`src/sv/pip_pkg.sv`:
```
`timescale 1ns / 1ps
// Package for the point-in-polygon crossing test: sizes, op codes, queue entry
// and sequencer state types. No dependencies.
package pip_pkg;

   localparam int MAX_VERTICES = 256;
   localparam int COORD_WIDTH  = 16;
   localparam int SLOT_W       = 8;
   localparam int CFG_W        = 9;
   localparam int ADDR_W       = $clog2(MAX_VERTICES);
   localparam int NUM_W        = $clog2(MAX_VERTICES + 1);
   localparam int DIFF_W       = COORD_WIDTH + 1;
   localparam int PROD_W       = 2 * DIFF_W;
   localparam int FIFO_DEPTH   = 4;
   localparam int FIFO_AW      = $clog2(FIFO_DEPTH);

   localparam logic CMD_WRITE = 1'b0;
   localparam logic CMD_QUERY = 1'b1;

   typedef enum logic {
      OP_WRITE,
      OP_QUERY
   } op_type;

   typedef struct packed {
      op_type                  op;
      logic [SLOT_W-1:0]       slot;
      logic [COORD_WIDTH-1:0]  x;
      logic [COORD_WIDTH-1:0]  y;
      logic                    last;
   } entry_type;

   typedef enum logic [1:0] {
      ST_IDLE,
      ST_WALK,
      ST_DRAIN,
      ST_DONE
   } state_type;

endpackage

```
`src/sv/pip_fifo.sv`:
```
`timescale 1ns / 1ps
// Short request queue between the front and back parts.
// Depends on pip_pkg for the entry type and depth.
module pip_fifo (
   input  logic               clock,
   input  logic               reset,
   input  logic               push,
   input  pip_pkg::entry_type push_entry,
   input  logic               pop,
   output pip_pkg::entry_type head,
   output logic               empty,
   output logic               full
);
   import pip_pkg::*;

   entry_type            slot_ff [FIFO_DEPTH];
   logic [FIFO_AW-1:0]   wptr_ff, wptr_in;
   logic [FIFO_AW-1:0]   rptr_ff, rptr_in;
   logic [FIFO_AW:0]     cnt_ff, cnt_in;

   assign empty = (cnt_ff == '0);
   assign full  = (cnt_ff == (FIFO_AW+1)'(FIFO_DEPTH));
   assign head  = slot_ff[rptr_ff];

   always_comb begin
      wptr_in = push ? wptr_ff + FIFO_AW'(1) : wptr_ff;
      rptr_in = pop  ? rptr_ff + FIFO_AW'(1) : rptr_ff;
      cnt_in  = cnt_ff;
      if (push && !pop) begin
         cnt_in = cnt_ff + (FIFO_AW+1)'(1);
      end else if (pop && !push) begin
         cnt_in = cnt_ff - (FIFO_AW+1)'(1);
      end
   end

   always_ff @(posedge clock) begin
      if (reset) begin
         wptr_ff <= '0;
         rptr_ff <= '0;
         cnt_ff  <= '0;
      end else begin
         wptr_ff <= wptr_in;
         rptr_ff <= rptr_in;
         cnt_ff  <= cnt_in;
      end
      if (push) begin
         slot_ff[wptr_ff] <= push_entry;
      end
   end

`ifndef ASSERT_OFF
   a_no_overflow: assert property (@(posedge clock) disable iff (reset)
      !(push && full))
      else $error("request pushed into full queue");
`endif

endmodule

```
`config.mk`:
```
export PLATFORM = sky130hd
export DESIGN_NAME = pip_fifo
export DESIGN_NICKNAME = d
export VERILOG_FILES = /design/src/sv/pip_pkg.sv /design/src/sv/pip_fifo.sv
export SDC_FILE = /design/constraint.sdc
export NUM_CORES = 1
export LEC_CHECK = 0
export ABC_AREA = 1
export ABC_CLOCK_PERIOD_IN_PS = 2700
export BUFFER_PORTS_ARGS = -buffer_cell sky130_fd_sc_hd__buf_2
export CAP_MARGIN = 20
export CELL_PAD_IN_SITES_DETAIL_PLACEMENT = 1
export CELL_PAD_IN_SITES_GLOBAL_PLACEMENT = 2
export CORE_AREA = 8 8 134 136
export CTS_BUF_LIST = sky130_fd_sc_hd__clkbuf_4 sky130_fd_sc_hd__clkbuf_8 sky130_fd_sc_hd__clkbuf_16
export CTS_CLUSTER_SIZE = 20
export DETAILED_ROUTE_END_ITERATION = 12
export DIE_AREA = 0 0 142 144
export MAX_ROUTING_LAYER = met4
export PLACE_DENSITY = 0.9
export SETUP_SLACK_MARGIN = 0.15
export SYNTH_ARGS = -nofsm -noshare
export SYNTH_HDL_FRONTEND = slang
export SYNTH_SLANG_ARGS = --single-unit
```
`constraint.sdc`:
```
create_clock -name clock -period 2.7 [get_ports clock]
set_input_delay 0.405 -clock clock [delete_from_list [all_inputs] [get_ports clock]]
set_output_delay 0.405 -clock clock [all_outputs]
set_load 0.1 [all_outputs]
```
==> results.py <==
metrics = {
    "run_status": {
        "status": "finished clean",
    },
    "job": {
        "drv_cap": 0,
    },
    "timing": {
        "slew_violations": 0,
        "worst_slack_ps": 323,
        "period_needed_ps": 2380,
        "fin_crit_sh": 0.880,
        "worst_pin_slew_ps": 584,
        "timing.slew.headroom": 0.610,
        "rsz0062_at_grt": "false",
        "setup_tns_ps": 0,
        "finalHoldViolations": 0,
        "worst_clock_skew_ps": 4.74,
        "fmax_ghz": 0.421,
        "setup_viol": 0,
    },
    "setup_path": {
        "critPathMaxFanout": 54,
        "worstPathArrival_ps": 1970,
        "cp_data_required_time_ps": 2300,
        "cp-start-kind": "flip-flop",
        "endpoint_kind": "output pin",
        "critPathKind": "flip-flop to output pin",
        "r2r_cells": 5,
    },
    "placed_design": {
        "dp_hpwl_mm": 10.0,
        "post_dp_cell_area_um2": 8240,
        "port_buffers": 89,
        "post-place-ws_ps": 734,
        "globalplace.congestion": 0.706,
    },
    "power": {
        "seqPwrFrac": 0.420,
        "p_per_area_nw_per_um2": 846,
        "irDropWorstVdd_uv": 518,
        "p_leak_nw": 3.20,
        "switching_share": 0.283,
        "p_switching_mw": 2.13,
        "power_frac_comb": 0.213,
        "clockPowerShare": 0.366,
        "internal-power_mw": 5.41,
    },
    "routing": {
        "vias_per_cell": 5.23,
        "drc_errors": 0,
        "drt_wl_total_mm": 16.5,
        "first_pass_iters": 4,
        "wl_per_cell_um": 20.9,
        "vias": 4132,
        "ant_nets": 0,
        "drtIter0Drc": 246,
        "highest_layer": "met4",
        "wl_met2_mm": 8.82,
        "wl_met3_um": 773,
        "wl_met1_mm": 6.61,
    },
    "global_routing": {
        "grt_overflow": 0,
        "antenna_found_initial": 2,
        "grt_pass1_wl_mm": 25.5,
        "track_usage": 0.174,
        "grt_pass1_vias": 4713,
        "grt_max_degree": 85,
    },
    "logic_synthesis": {
        "ys_types": 19,
        "yosysTopAreaCell": "edfxtp_1",
        "synth_seq_cells": 177,
        "syn_nets": 516,
        "async_flop_share": 0,
        "ys.flop_type": "edfxtp_1",
        "synth_edf_count": 168,
        "syn_area_um2": 6660,
        "synth_top_cells_by_count": "edfxtp_1, nor2_1, o21ai_0",
        "synth.most_common_cell": "edfxtp_1",
        "ys_seq_area_frac": 0.784,
        "synth.area.top_cells": "edfxtp_1, nor2_1, o21ai_0, o22ai_1, dfxtp_1",
        "syn_avg_cell_area_um2": 14.4,
        "ys_warn_count": 0,
        "syn_inst": 464,
        "synth_top_area_share": 0.757,
    },
    "clocking": {
        "cts_setup_buffers": 0,
        "cts.reportedPaths.clkPinSlew_ps": 60,
        "clk_latency_ps": 420,
        "cts-resized-gates": 0,
        "cts_hold_buf": 0,
        "clock-root-buffer": "clkbuf_16",
        "clock_sinks": 177,
        "cts_buffers": 17,
        "clockBufferDepth": 2,
        "cts_tree": "built",
        "htreeDepth": 4,
    },
    "final_layout": {
        "post-route-cell-area_um2": 8920,
        "final_nets": 607,
        "area_delta_synth_final_pct": 33.9,
        "fill_cells": 1507,
        "drive_gt1_frac": 0.317,
    },
    "worst_hold_path": {
        "hp-class": "input pin to flip-flop",
        "whs_path_depth": 2,
    },
    "die": {
        "die_h_um": 144,
        "die_x_um": 142,
        "design.core.area_um2": 16100,
        "start_util": 0.415,
        "dieArea_um2": 20400,
        "std_cell_rows": 47,
        "pin_count": 90,
    },
}
## stage by stage
step	util	total power [mW]	instances	hold slack, ps
final	0.556	7.55	790	154
after global routing	0.556	7.75	790	159
after CTS	0.555	7.61	788	137
after detailed placement	0.513	4.85	756	449
after global placement	0.513	4.81	756	446
after floorplan	-	4.25	464	418
## sequential cells by signal, indices dropped and copies added (netlist names), named ones only
register,count
wptr_ff,2
cnt_ff,3
rptr_ff,2
slot_ff,168
## layout by cell type, fill, tap and decap left out, types with 3 or more instances in the layout
cell type / synthesis / final
buf_12: 0 / 47
buf_2: 6 / 47
edfxtp_1: 168 / 168
clkbuf_16: 0 / 17
clkbuf_4: 0 / 5
o22ai_2: 0 / 42
nor2_1: 90 / 90
inv_1: 15 / 10
a21oi_1: 3 / 3
o21ai_0: 65 / 65
dfxtp_1: 9 / 7
nand2_1: 9 / 9
bufinv_16: 0 / 6
buf_4: 0 / 3
ha_1: 5 / 5
inv_2: 2 / 6
clkinvlp_4: 0 / 3
o21ai_1: 24 / 24
## kinds of logic after synthesis
kind of cell / synth area share
XOR/XNOR: 0.00132
adder cells (fa/ha/maj): 0.0124
flip-flops: 0.784
buffers and inverters: 0.0344
AO/OA/AOI/OAI: 0.109
AND/OR/NAND/NOR: 0.0590
## routing by layer
layer  vias up  track usage
met3        22       0.0475
met2        88        0.310
met4         0       0.0707
met5         -            -
li1       1907            -
met1      2115        0.180
## cell type report
class | count | area, µm² | share of cell area
flip-flops and latches | 177 | 5230 | 0.586
clock buffers | 22 | 463 | 0.0519
repair buffers | 98 | 1210 | 0.136
multi-input cells | 244 | 1470 | 0.165
well taps | 220 | 275 | 0.0309
diodes | 2 | 5.00 | 0.000561
inverters | 17 | 63.8 | 0.00715
clock inverters | 10 | 208 | 0.0233
## power groups by stage
stage	registers (mW)	logic (mW)	clock network, mW
after global placement	3.22	1.59	0
after global routing	3.18	1.68	2.89
after floorplan	3.22	1.03	0
after detailed placement	3.23	1.62	0
final	3.17	1.61	2.76
after CTS	3.17	1.63	2.81
## worst max-delay path: stages (launching register included)
cell and delay (ps):
dfxtp_2 340, inv_2 50, buf_4 480, o21ai_0 270
o22ai_2 190, buf_12 200
## final timing paths
check,startpoint,endpoint,slack (ps)
setup / recovery,flip-flop,head[27],320
hold / removal,reset,cnt_ff[0],150
setup reg to reg,wptr_ff[0],slot_ff[0][15],1020
hold reg to reg,rptr_ff[1],flip-flop,460
No activity file was read; power rests on OpenSTA's default activity.
