`src/sv/pip_pkg.sv`:
```
`timescale 1ns / 1ps
// Package for the point-in-polygon crossing test: sizes, op codes, queue entry
// and sequencer state types. No dependencies.
package pip_pkg;

   localparam int MAX_VERTICES = 256;
   localparam int COORD_WIDTH  = 16;
   localparam int SLOT_W       = 8;
   localparam int CFG_W        = 9;
   localparam int ADDR_W       = $clog2(MAX_VERTICES);
   localparam int NUM_W        = $clog2(MAX_VERTICES + 1);
   localparam int DIFF_W       = COORD_WIDTH + 1;
   localparam int PROD_W       = 2 * DIFF_W;
   localparam int FIFO_DEPTH   = 4;
   localparam int FIFO_AW      = $clog2(FIFO_DEPTH);

   localparam logic CMD_WRITE = 1'b0;
   localparam logic CMD_QUERY = 1'b1;

   typedef enum logic {
      OP_WRITE,
      OP_QUERY
   } op_type;

   typedef struct packed {
      op_type                  op;
      logic [SLOT_W-1:0]       slot;
      logic [COORD_WIDTH-1:0]  x;
      logic [COORD_WIDTH-1:0]  y;
      logic                    last;
   } entry_type;

   typedef enum logic [1:0] {
      ST_IDLE,
      ST_WALK,
      ST_DRAIN,
      ST_DONE
   } state_type;

endpackage

```
`src/sv/pip_front.sv`:
```
`timescale 1ns / 1ps
// Front part: takes requests, decodes the command and drops out-of-range writes.
// Depends on pip_pkg; feeds pip_fifo.
module pip_front (
   input  logic                              clock,
   input  logic                              reset,
   input  logic                              req_valid,
   output logic                              req_ready,
   input  logic                              req_cmd,
   input  logic [pip_pkg::SLOT_W-1:0]        req_vertex_index,
   input  logic signed [pip_pkg::COORD_WIDTH-1:0] req_coord_x,
   input  logic signed [pip_pkg::COORD_WIDTH-1:0] req_coord_y,
   input  logic                              req_batch_last,
   input  logic                              fifo_full,
   output logic                              push,
   output pip_pkg::entry_type                push_entry
);
   import pip_pkg::*;

   logic      stage_vld_ff, stage_vld_in;
   logic      keep_ff, keep_in;
   entry_type stage_ff, stage_in;
   logic      accept;
   logic      go;
   logic      in_range;

   // a write to a slot beyond the store is dropped here
   assign in_range = (32'(req_vertex_index) < 32'(MAX_VERTICES));
   assign go        = stage_vld_ff && (!keep_ff || !fifo_full);
   assign push      = stage_vld_ff && keep_ff && !fifo_full;
   assign req_ready = !stage_vld_ff || go;
   assign accept    = req_valid && req_ready;
   assign push_entry = stage_ff;

   always_comb begin
      stage_in     = stage_ff;
      keep_in      = keep_ff;
      stage_vld_in = stage_vld_ff;
      if (accept) begin
         stage_in.op   = (req_cmd == CMD_QUERY) ? OP_QUERY : OP_WRITE;
         stage_in.slot = req_vertex_index;
         stage_in.x    = req_coord_x;
         stage_in.y    = req_coord_y;
         stage_in.last = req_batch_last;
         keep_in       = (req_cmd == CMD_QUERY) || in_range;
         stage_vld_in  = 1'b1;
      end else if (go) begin
         stage_vld_in = 1'b0;
      end
   end

   always_ff @(posedge clock) begin
      if (reset) begin
         stage_vld_ff <= 1'b0;
      end else begin
         stage_vld_ff <= stage_vld_in;
      end
      stage_ff <= stage_in;
      keep_ff  <= keep_in;
   end

endmodule

```
`config.mk`:
```
export PLATFORM = sky130hd
export DESIGN_NAME = pip_front
export DESIGN_NICKNAME = d
export VERILOG_FILES = /design/src/sv/pip_pkg.sv /design/src/sv/pip_front.sv
export SDC_FILE = /design/constraint.sdc
export NUM_CORES = 1
export LEC_CHECK = 0
export BUFFER_PORTS_ARGS = -buffer_cell sky130_fd_sc_hd__buf_2
export CAP_MARGIN = 30
export CELL_PAD_IN_SITES_DETAIL_PLACEMENT = 0
export CELL_PAD_IN_SITES_GLOBAL_PLACEMENT = 2
export CORE_ASPECT_RATIO = 1.75
export CORE_UTILIZATION = 26
export CTS_CLUSTER_DIAMETER = 60
export DETAILED_ROUTE_END_ITERATION = 8
export GPL_ROUTABILITY_DRIVEN = 0
export PLACE_DENSITY = 0.78
export SKIP_CTS_REPAIR_TIMING = 1
export SLEW_MARGIN = 20
export SYNTH_ARGS = -nofsm -noshare
export SYNTH_HDL_FRONTEND = slang
export SYNTH_SLANG_ARGS = --single-unit
```
`constraint.sdc`:
```
create_clock -name clock -period 2.3 [get_ports clock]
set_clock_uncertainty 0.15 [all_clocks]
set_input_delay 0.23 -clock clock [delete_from_list [all_inputs] [get_ports clock]]
set_output_delay 0.23 -clock clock [all_outputs]
set_load 0.03 [all_outputs]
```
==> qor.csv, run 1 <==
metric;value;unit
status;finished clean;
Max Freq;670;MHz
asr flop ratio synth;0;
Die ar.;5330;µm²
synth unique cells;7;
Max rail drop VDD;358;µV
Area contributors post-synth;edfxtp_1 96%, dfxtp_1 1.5%, and2b_2 0.67%, and2_1 0.48%, a21oi_1 0.38%;
Non-Filler Instances;240;
first-pass GRT wire length;3.68;mm
drt via density;4.01;
Clock Sinks;43;
cell total after placement;190;
Cell Pwr Density;686;nW/µm²
CTS tree;yes;
Synthesis Warnings;0;
Total GRT Usage;0.0957;
Area Overhead vs Synth;78.5;%
antenna-violating nets left;0;
depth of the CTS H-tree;2;
top fanout value on the critical path;42;
slew margin rel.;0.660;
most frequent cell after synthesis;edfxtp_1;
unrepaired setup endpoints after global routing;no;
setup violators final;0;
reg2reg setup slack;0.81;ns
Mean Syn Cell Area;27.3;µm²
initial core utilization;0.276;
crit share post-route;0.649;
Critical Path Start Type;register;
Nets;234;
wire length on met2;1.66;mm
worst slew pin tran;0.510;ns
Setup Crit Path Kind;reg2reg;
drt drc;0;
Row Count;33;
Critical Path Sink;push_entry[3]$_DFFE_PP_;
Critical Path Start;stage_vld_ff$_SDFFE_PP0P_;
Seq cells post-synth;43;
worst r2r path cells;3;
initial antenna violation count;0;
Post-synth EDFFs;42;
Routed met3 length;205;µm
vias in the first global route;782;
io pins;90;
Num CTS Buffers;5;
Hold WC Path Type;in2reg;
r2r startpoint;stage_vld_ff$_SDFFE_PP0P_;
max layer used;met4;
Tot Pwr;1.60;mW
Final Hold Violating Endpoints;0;
syn_nets;94;
reg-to-reg endpoint;push_entry[3]$_DFFE_PP_;
P_leak;1.00;nW
sequential area share after synthesis;0.979;
post-layout util;0.492;
Worst-path clk slew;0.07;ns
gr ovfl total;0;
Required @ worst endpoint;2.07;ns
fin crit period;1.49;ns
Max Slew Vio Count;0;
PortBufs;89;
1st-iter DRT viols;11;
wire per inst;12.4;µm
Die Wd;55.6;µm
Synth area leader;edfxtp_1;
Met1 Wirelength;1.03;mm
Post-Synthesis Cell Area;1310;µm²
clock root buffer;clkbuf_8;
pin count of the biggest net entering global routing;43;
TNS Setup;0;ns
core area;4750;µm²
Routed WL;2.98;mm
post-synthesis cell count;48;
Vias;962;
share of the synthesized area in the top cell type;0.964;
antenna fix cells;0;
Worst Path Arrival;1.26;ns
clk_lat worst skew;0.28;ns
Max clock buf depth;2;
MaxCap Viol Count;0;
fraction of layout cells with a size suffix above 1;0.521;
Crit. End Element;register;
Die Ht;95.9;µm
DRT Pass-1 Iters;4;
Synth Flop Type;edfxtp_1;
[cell families after synthesis]
| kind of cell | Yosys count | share of synthesized area |
|---|---|---|
| DFF | 43 | 0.979 |
| and+or+nand+nor | 4 | 0.0172 |
| AOI/OAI and AO/OA | 1 | 0.00382 |
[sequential cells by signal, summed over array words and instances, names as in the netlist]
register      flops
push_entry       42
stage_vld_ff      1
[per-layer routing]
layer / track usage / up-vias
li1: - / 465
met1: 0.0981 / 439
met2: 0.165 / 52
met3: 0.0336 / 6
met4: 0.0625 / 0
met5: 0 / -
[worst min path at each step]
stage               from                   endpoint  cells past startpoint
5_1_grt        req_valid  stage_vld_ff$_SDFFE_PP0P_                      3
4_1_cts            reset  stage_vld_ff$_SDFFE_PP0P_                      2
6_report       req_valid  stage_vld_ff$_SDFFE_PP0P_                      3
3_3_place_gp       reset  stage_vld_ff$_SDFFE_PP0P_                      2
3_5_place_dp       reset  stage_vld_ff$_SDFFE_PP0P_                      2
2_1_floorplan      reset  stage_vld_ff$_SDFFE_PP0P_                      1
[cells in the final DEF, fill, tap and decap left out]
master         count
clkbuf_8           5
buf_4              1
a21oi_1            1
clkinv_1           1
and2b_2            1
edfxtp_1          42
clkinv_2           1
and2_2             1
dfxtp_1            1
dlygate4sd3_1     43
buf_2             89
nor2_1             1
nand2_1            1
[cell type report]
| cell class | instances | area [µm²] |
|---|---|---|
| Fill cell | 448 | 2410 |
| Clock inverter | 2 | 8.76 |
| Sequential cell | 43 | 1280 |
| Clock buffer | 5 | 68.8 |
| Timing Repair Buffer | 133 | 883 |
| Multi-Input combinational cell | 5 | 28.8 |
| Tap cell | 52 | 65.1 |
[worst max-delay path, cell delays in order, from the launching register on]
cell and delay [ns]:
dfxtp_1 0.33, nand2_1 0.07, and2_2 0.13, buf_4 0.42
[power by group]
group          total, mW  switching [mW]  internal [mW]  leakage, nW
Combinational      0.250           0.143          0.106        0.548
Clock              0.428           0.227          0.202       0.0414
Sequential         0.924          0.0103          0.914        0.415
[metrics by stage]
step | cell area, µm² | setup WS (ns) | hold WS [ns]
after floorplan | 1310 | 0.130 | 0.152
after global placement | 1830 | 0.825 | 0.239
after detailed placement | 1830 | 0.764 | 0.258
after CTS | 1910 | 0.788 | -0.0521
after global routing | 2340 | 0.727 | 0.0668
final | 2340 | 0.808 | 0.0450
No activity file was read; power rests on OpenSTA's default activity.
==> run 2, diff against run 1 <==
Clock period 2.3 ns to 1.4 ns, I/O delays scaled along.
==> run 2 against run 1 <==
Sequential power increased by 65%. Critical path depth increased by 1. Global-route usage increased by 0.30 points. Via count increased by 2.8%. Setup slack got worse by 0.74 ns. First-iteration DRC count increased by 9.1%. Clock-buffer cell count increased by 1. Worst hold slack got worse by 0.036 ns. Die area unchanged. Critical endpoint unchanged. Largest power group unchanged. Highest routed layer unchanged.
==> qor.csv, run 2 (synthesis gave the netlist of run 1 again) <==
metric;value;unit
status;finished clean;
TNS Setup;0;ns
depth of the CTS H-tree;2;
Row Count;33;
Cell Pwr Density;1240;nW/µm²
Max Slew Vio Count;0;
clk_lat worst skew;0.28;ns
MaxCap Viol Count;0;
PortBufs;89;
Critical path buffers and inverters;3;
Hold Worst Slack;0.00896;ns
Die ar.;5330;µm²
Max clock buf depth;2;
fin crit period;1.34;ns
setup violators final;0;
Reg power frac;0.501;
CTS tree;yes;
CP max stage cell;dlygate4sd3_1;
initial antenna violation count;0;
drt via density;4.05;
antenna fix cells;0;
Setup Crit Path Kind;in2reg;
first-pass GRT wire length;3.71;mm
Final Hold Violating Endpoints;0;
vias in the first global route;786;
P_leak;1.06;nW
clock root buffer;clkbuf_8;
DRT Pass-1 Iters;4;
fraction of layout cells with a size suffix above 1;0.531;
CP top delay family;buffers and inverters;
Fill cells;404;
antenna-violating nets left;0;
Worst Path Arrival;1.18;ns
delay of the slowest critical-path stage;0.52;ns
wire per inst;13.6;µm
top fanout value on the critical path;18;
gr ovfl total;0;
Critical Path Start Type;input port;
Required @ worst endpoint;1.25;ns
Max rail drop VDD;914;µV
crit share post-route;0.954;
commonest non-fill, non-tap cell in the layout;buf_2;
core area;4750;µm²
Switch Pwr;630;µW
Hold WC Path Type;in2reg;
drt drc;0;
Worst-path clk slew;0.08;ns
cell total after placement;192;
Routed WL;3.33;mm
Vias;989;
Die Ht;95.9;µm
Int Power;2.41;mW
unrepaired setup endpoints after global routing;no;
Clock Sinks;43;
Max Freq;749;MHz
clock network power share;0.355;
Non-Filler Instances;244;
Comb power frac;0.144;
slew margin rel.;0.884;
HPWL after detailed placement;2.26;mm
worst slew pin tran;0.176;ns
commonest cells after routing, fill and taps aside;89 x buf_2, 44 x dlygate4sd3_1, 42 x edfxtp_1;
initial core utilization;0.276;
Die Wd;55.6;µm
io pins;90;
Net Sw Frac;0.208;
Total GRT Usage;0.0987;
Nets;237;
CP cell instances;dlygate4sd3_1 > buf_2 > and2_4 > buf_12;
Crit. End Element;register;
1st-iter DRT viols;12;
Area Overhead vs Synth;87.2;%
number of flip-flops in the largest register;42;
Num CTS Buffers;5;
pin count of the biggest net entering global routing;19;
## run 2: changes by cell type in the layout (fill, tap and decap cells not counted)
cell,delta
clkinv_2,-1
clkbuf_1,+1
nand2_4,+1
and2_4,+1
buf_12,+2
nand2_1,-1
and2_2,-1
bufinv_16,+2
dlygate4sd3_1,+1
clkinv_1,-1
## run 2: worst min-delay path, stage by stage
cell and delay [ns]:
buf_2 0.12, a21oi_1 0.07, nor2_1 0.08
## run 2: per-stage QoR
step	setup slack, ns	instance area, µm²	power [mW]	utilization
after floorplan	0.0410	1320	1.73	-
after global routing	0.0202	2450	3.14	0.516
after detailed placement	0.152	1880	1.89	0.395
after CTS	0.0839	2010	2.97	0.423
final	0.0642	2450	3.04	0.516
after global placement	0.183	1880	1.89	0.395
## run 2: final cells by class
class / count / area (µm²) / share of cell area
Multi-Input combinational cell: 5 / 37.5 / 0.0153
Sequential cell: 43 / 1280 / 0.523
Clock buffer: 6 / 72.6 / 0.0296
Tap cell: 52 / 65.1 / 0.0266
Clock inverter: 2 / 60.1 / 0.0245
Timing Repair Buffer: 136 / 933 / 0.381
## run 2: metal layers
layer | vias up | share of wire | GRT usage
met5 | - | 0 | 0
met2 | 45 | 0.60 | 0.184
met3 | 2 | 0.056 | 0.0323
met4 | 0 | 0.015 | 0.0688
li1 | 472 | - | -
met1 | 470 | 0.33 | 0.0888
## run 2: power by group through the flow
stage | clock network (mW) | registers, mW | logic (mW)
final | 1.08 | 1.52 | 0.438
after floorplan | 0 | 1.70 | 0.0346
after global placement | 0 | 1.55 | 0.337
after CTS | 1.10 | 1.52 | 0.343
after global routing | 1.15 | 1.53 | 0.461
after detailed placement | 0 | 1.55 | 0.342
## run 2: path summary, 6_finish.rpt
path | start | end | slack [ns] | depth (start not counted)
max | req_valid | push_entry[3]$_DFFE_PP_ | 0.06 | 4
min | fifo_full | stage_vld_ff$_SDFFE_PP0P_ | 0.009 | 3
max reg2reg | stage_vld_ff$_SDFFE_PP0P_ | push_entry[3]$_DFFE_PP_ | 0.15 | 3
min reg2reg | stage_vld_ff$_SDFFE_PP0P_ | stage_vld_ff$_SDFFE_PP0P_ | 0.41 | 2
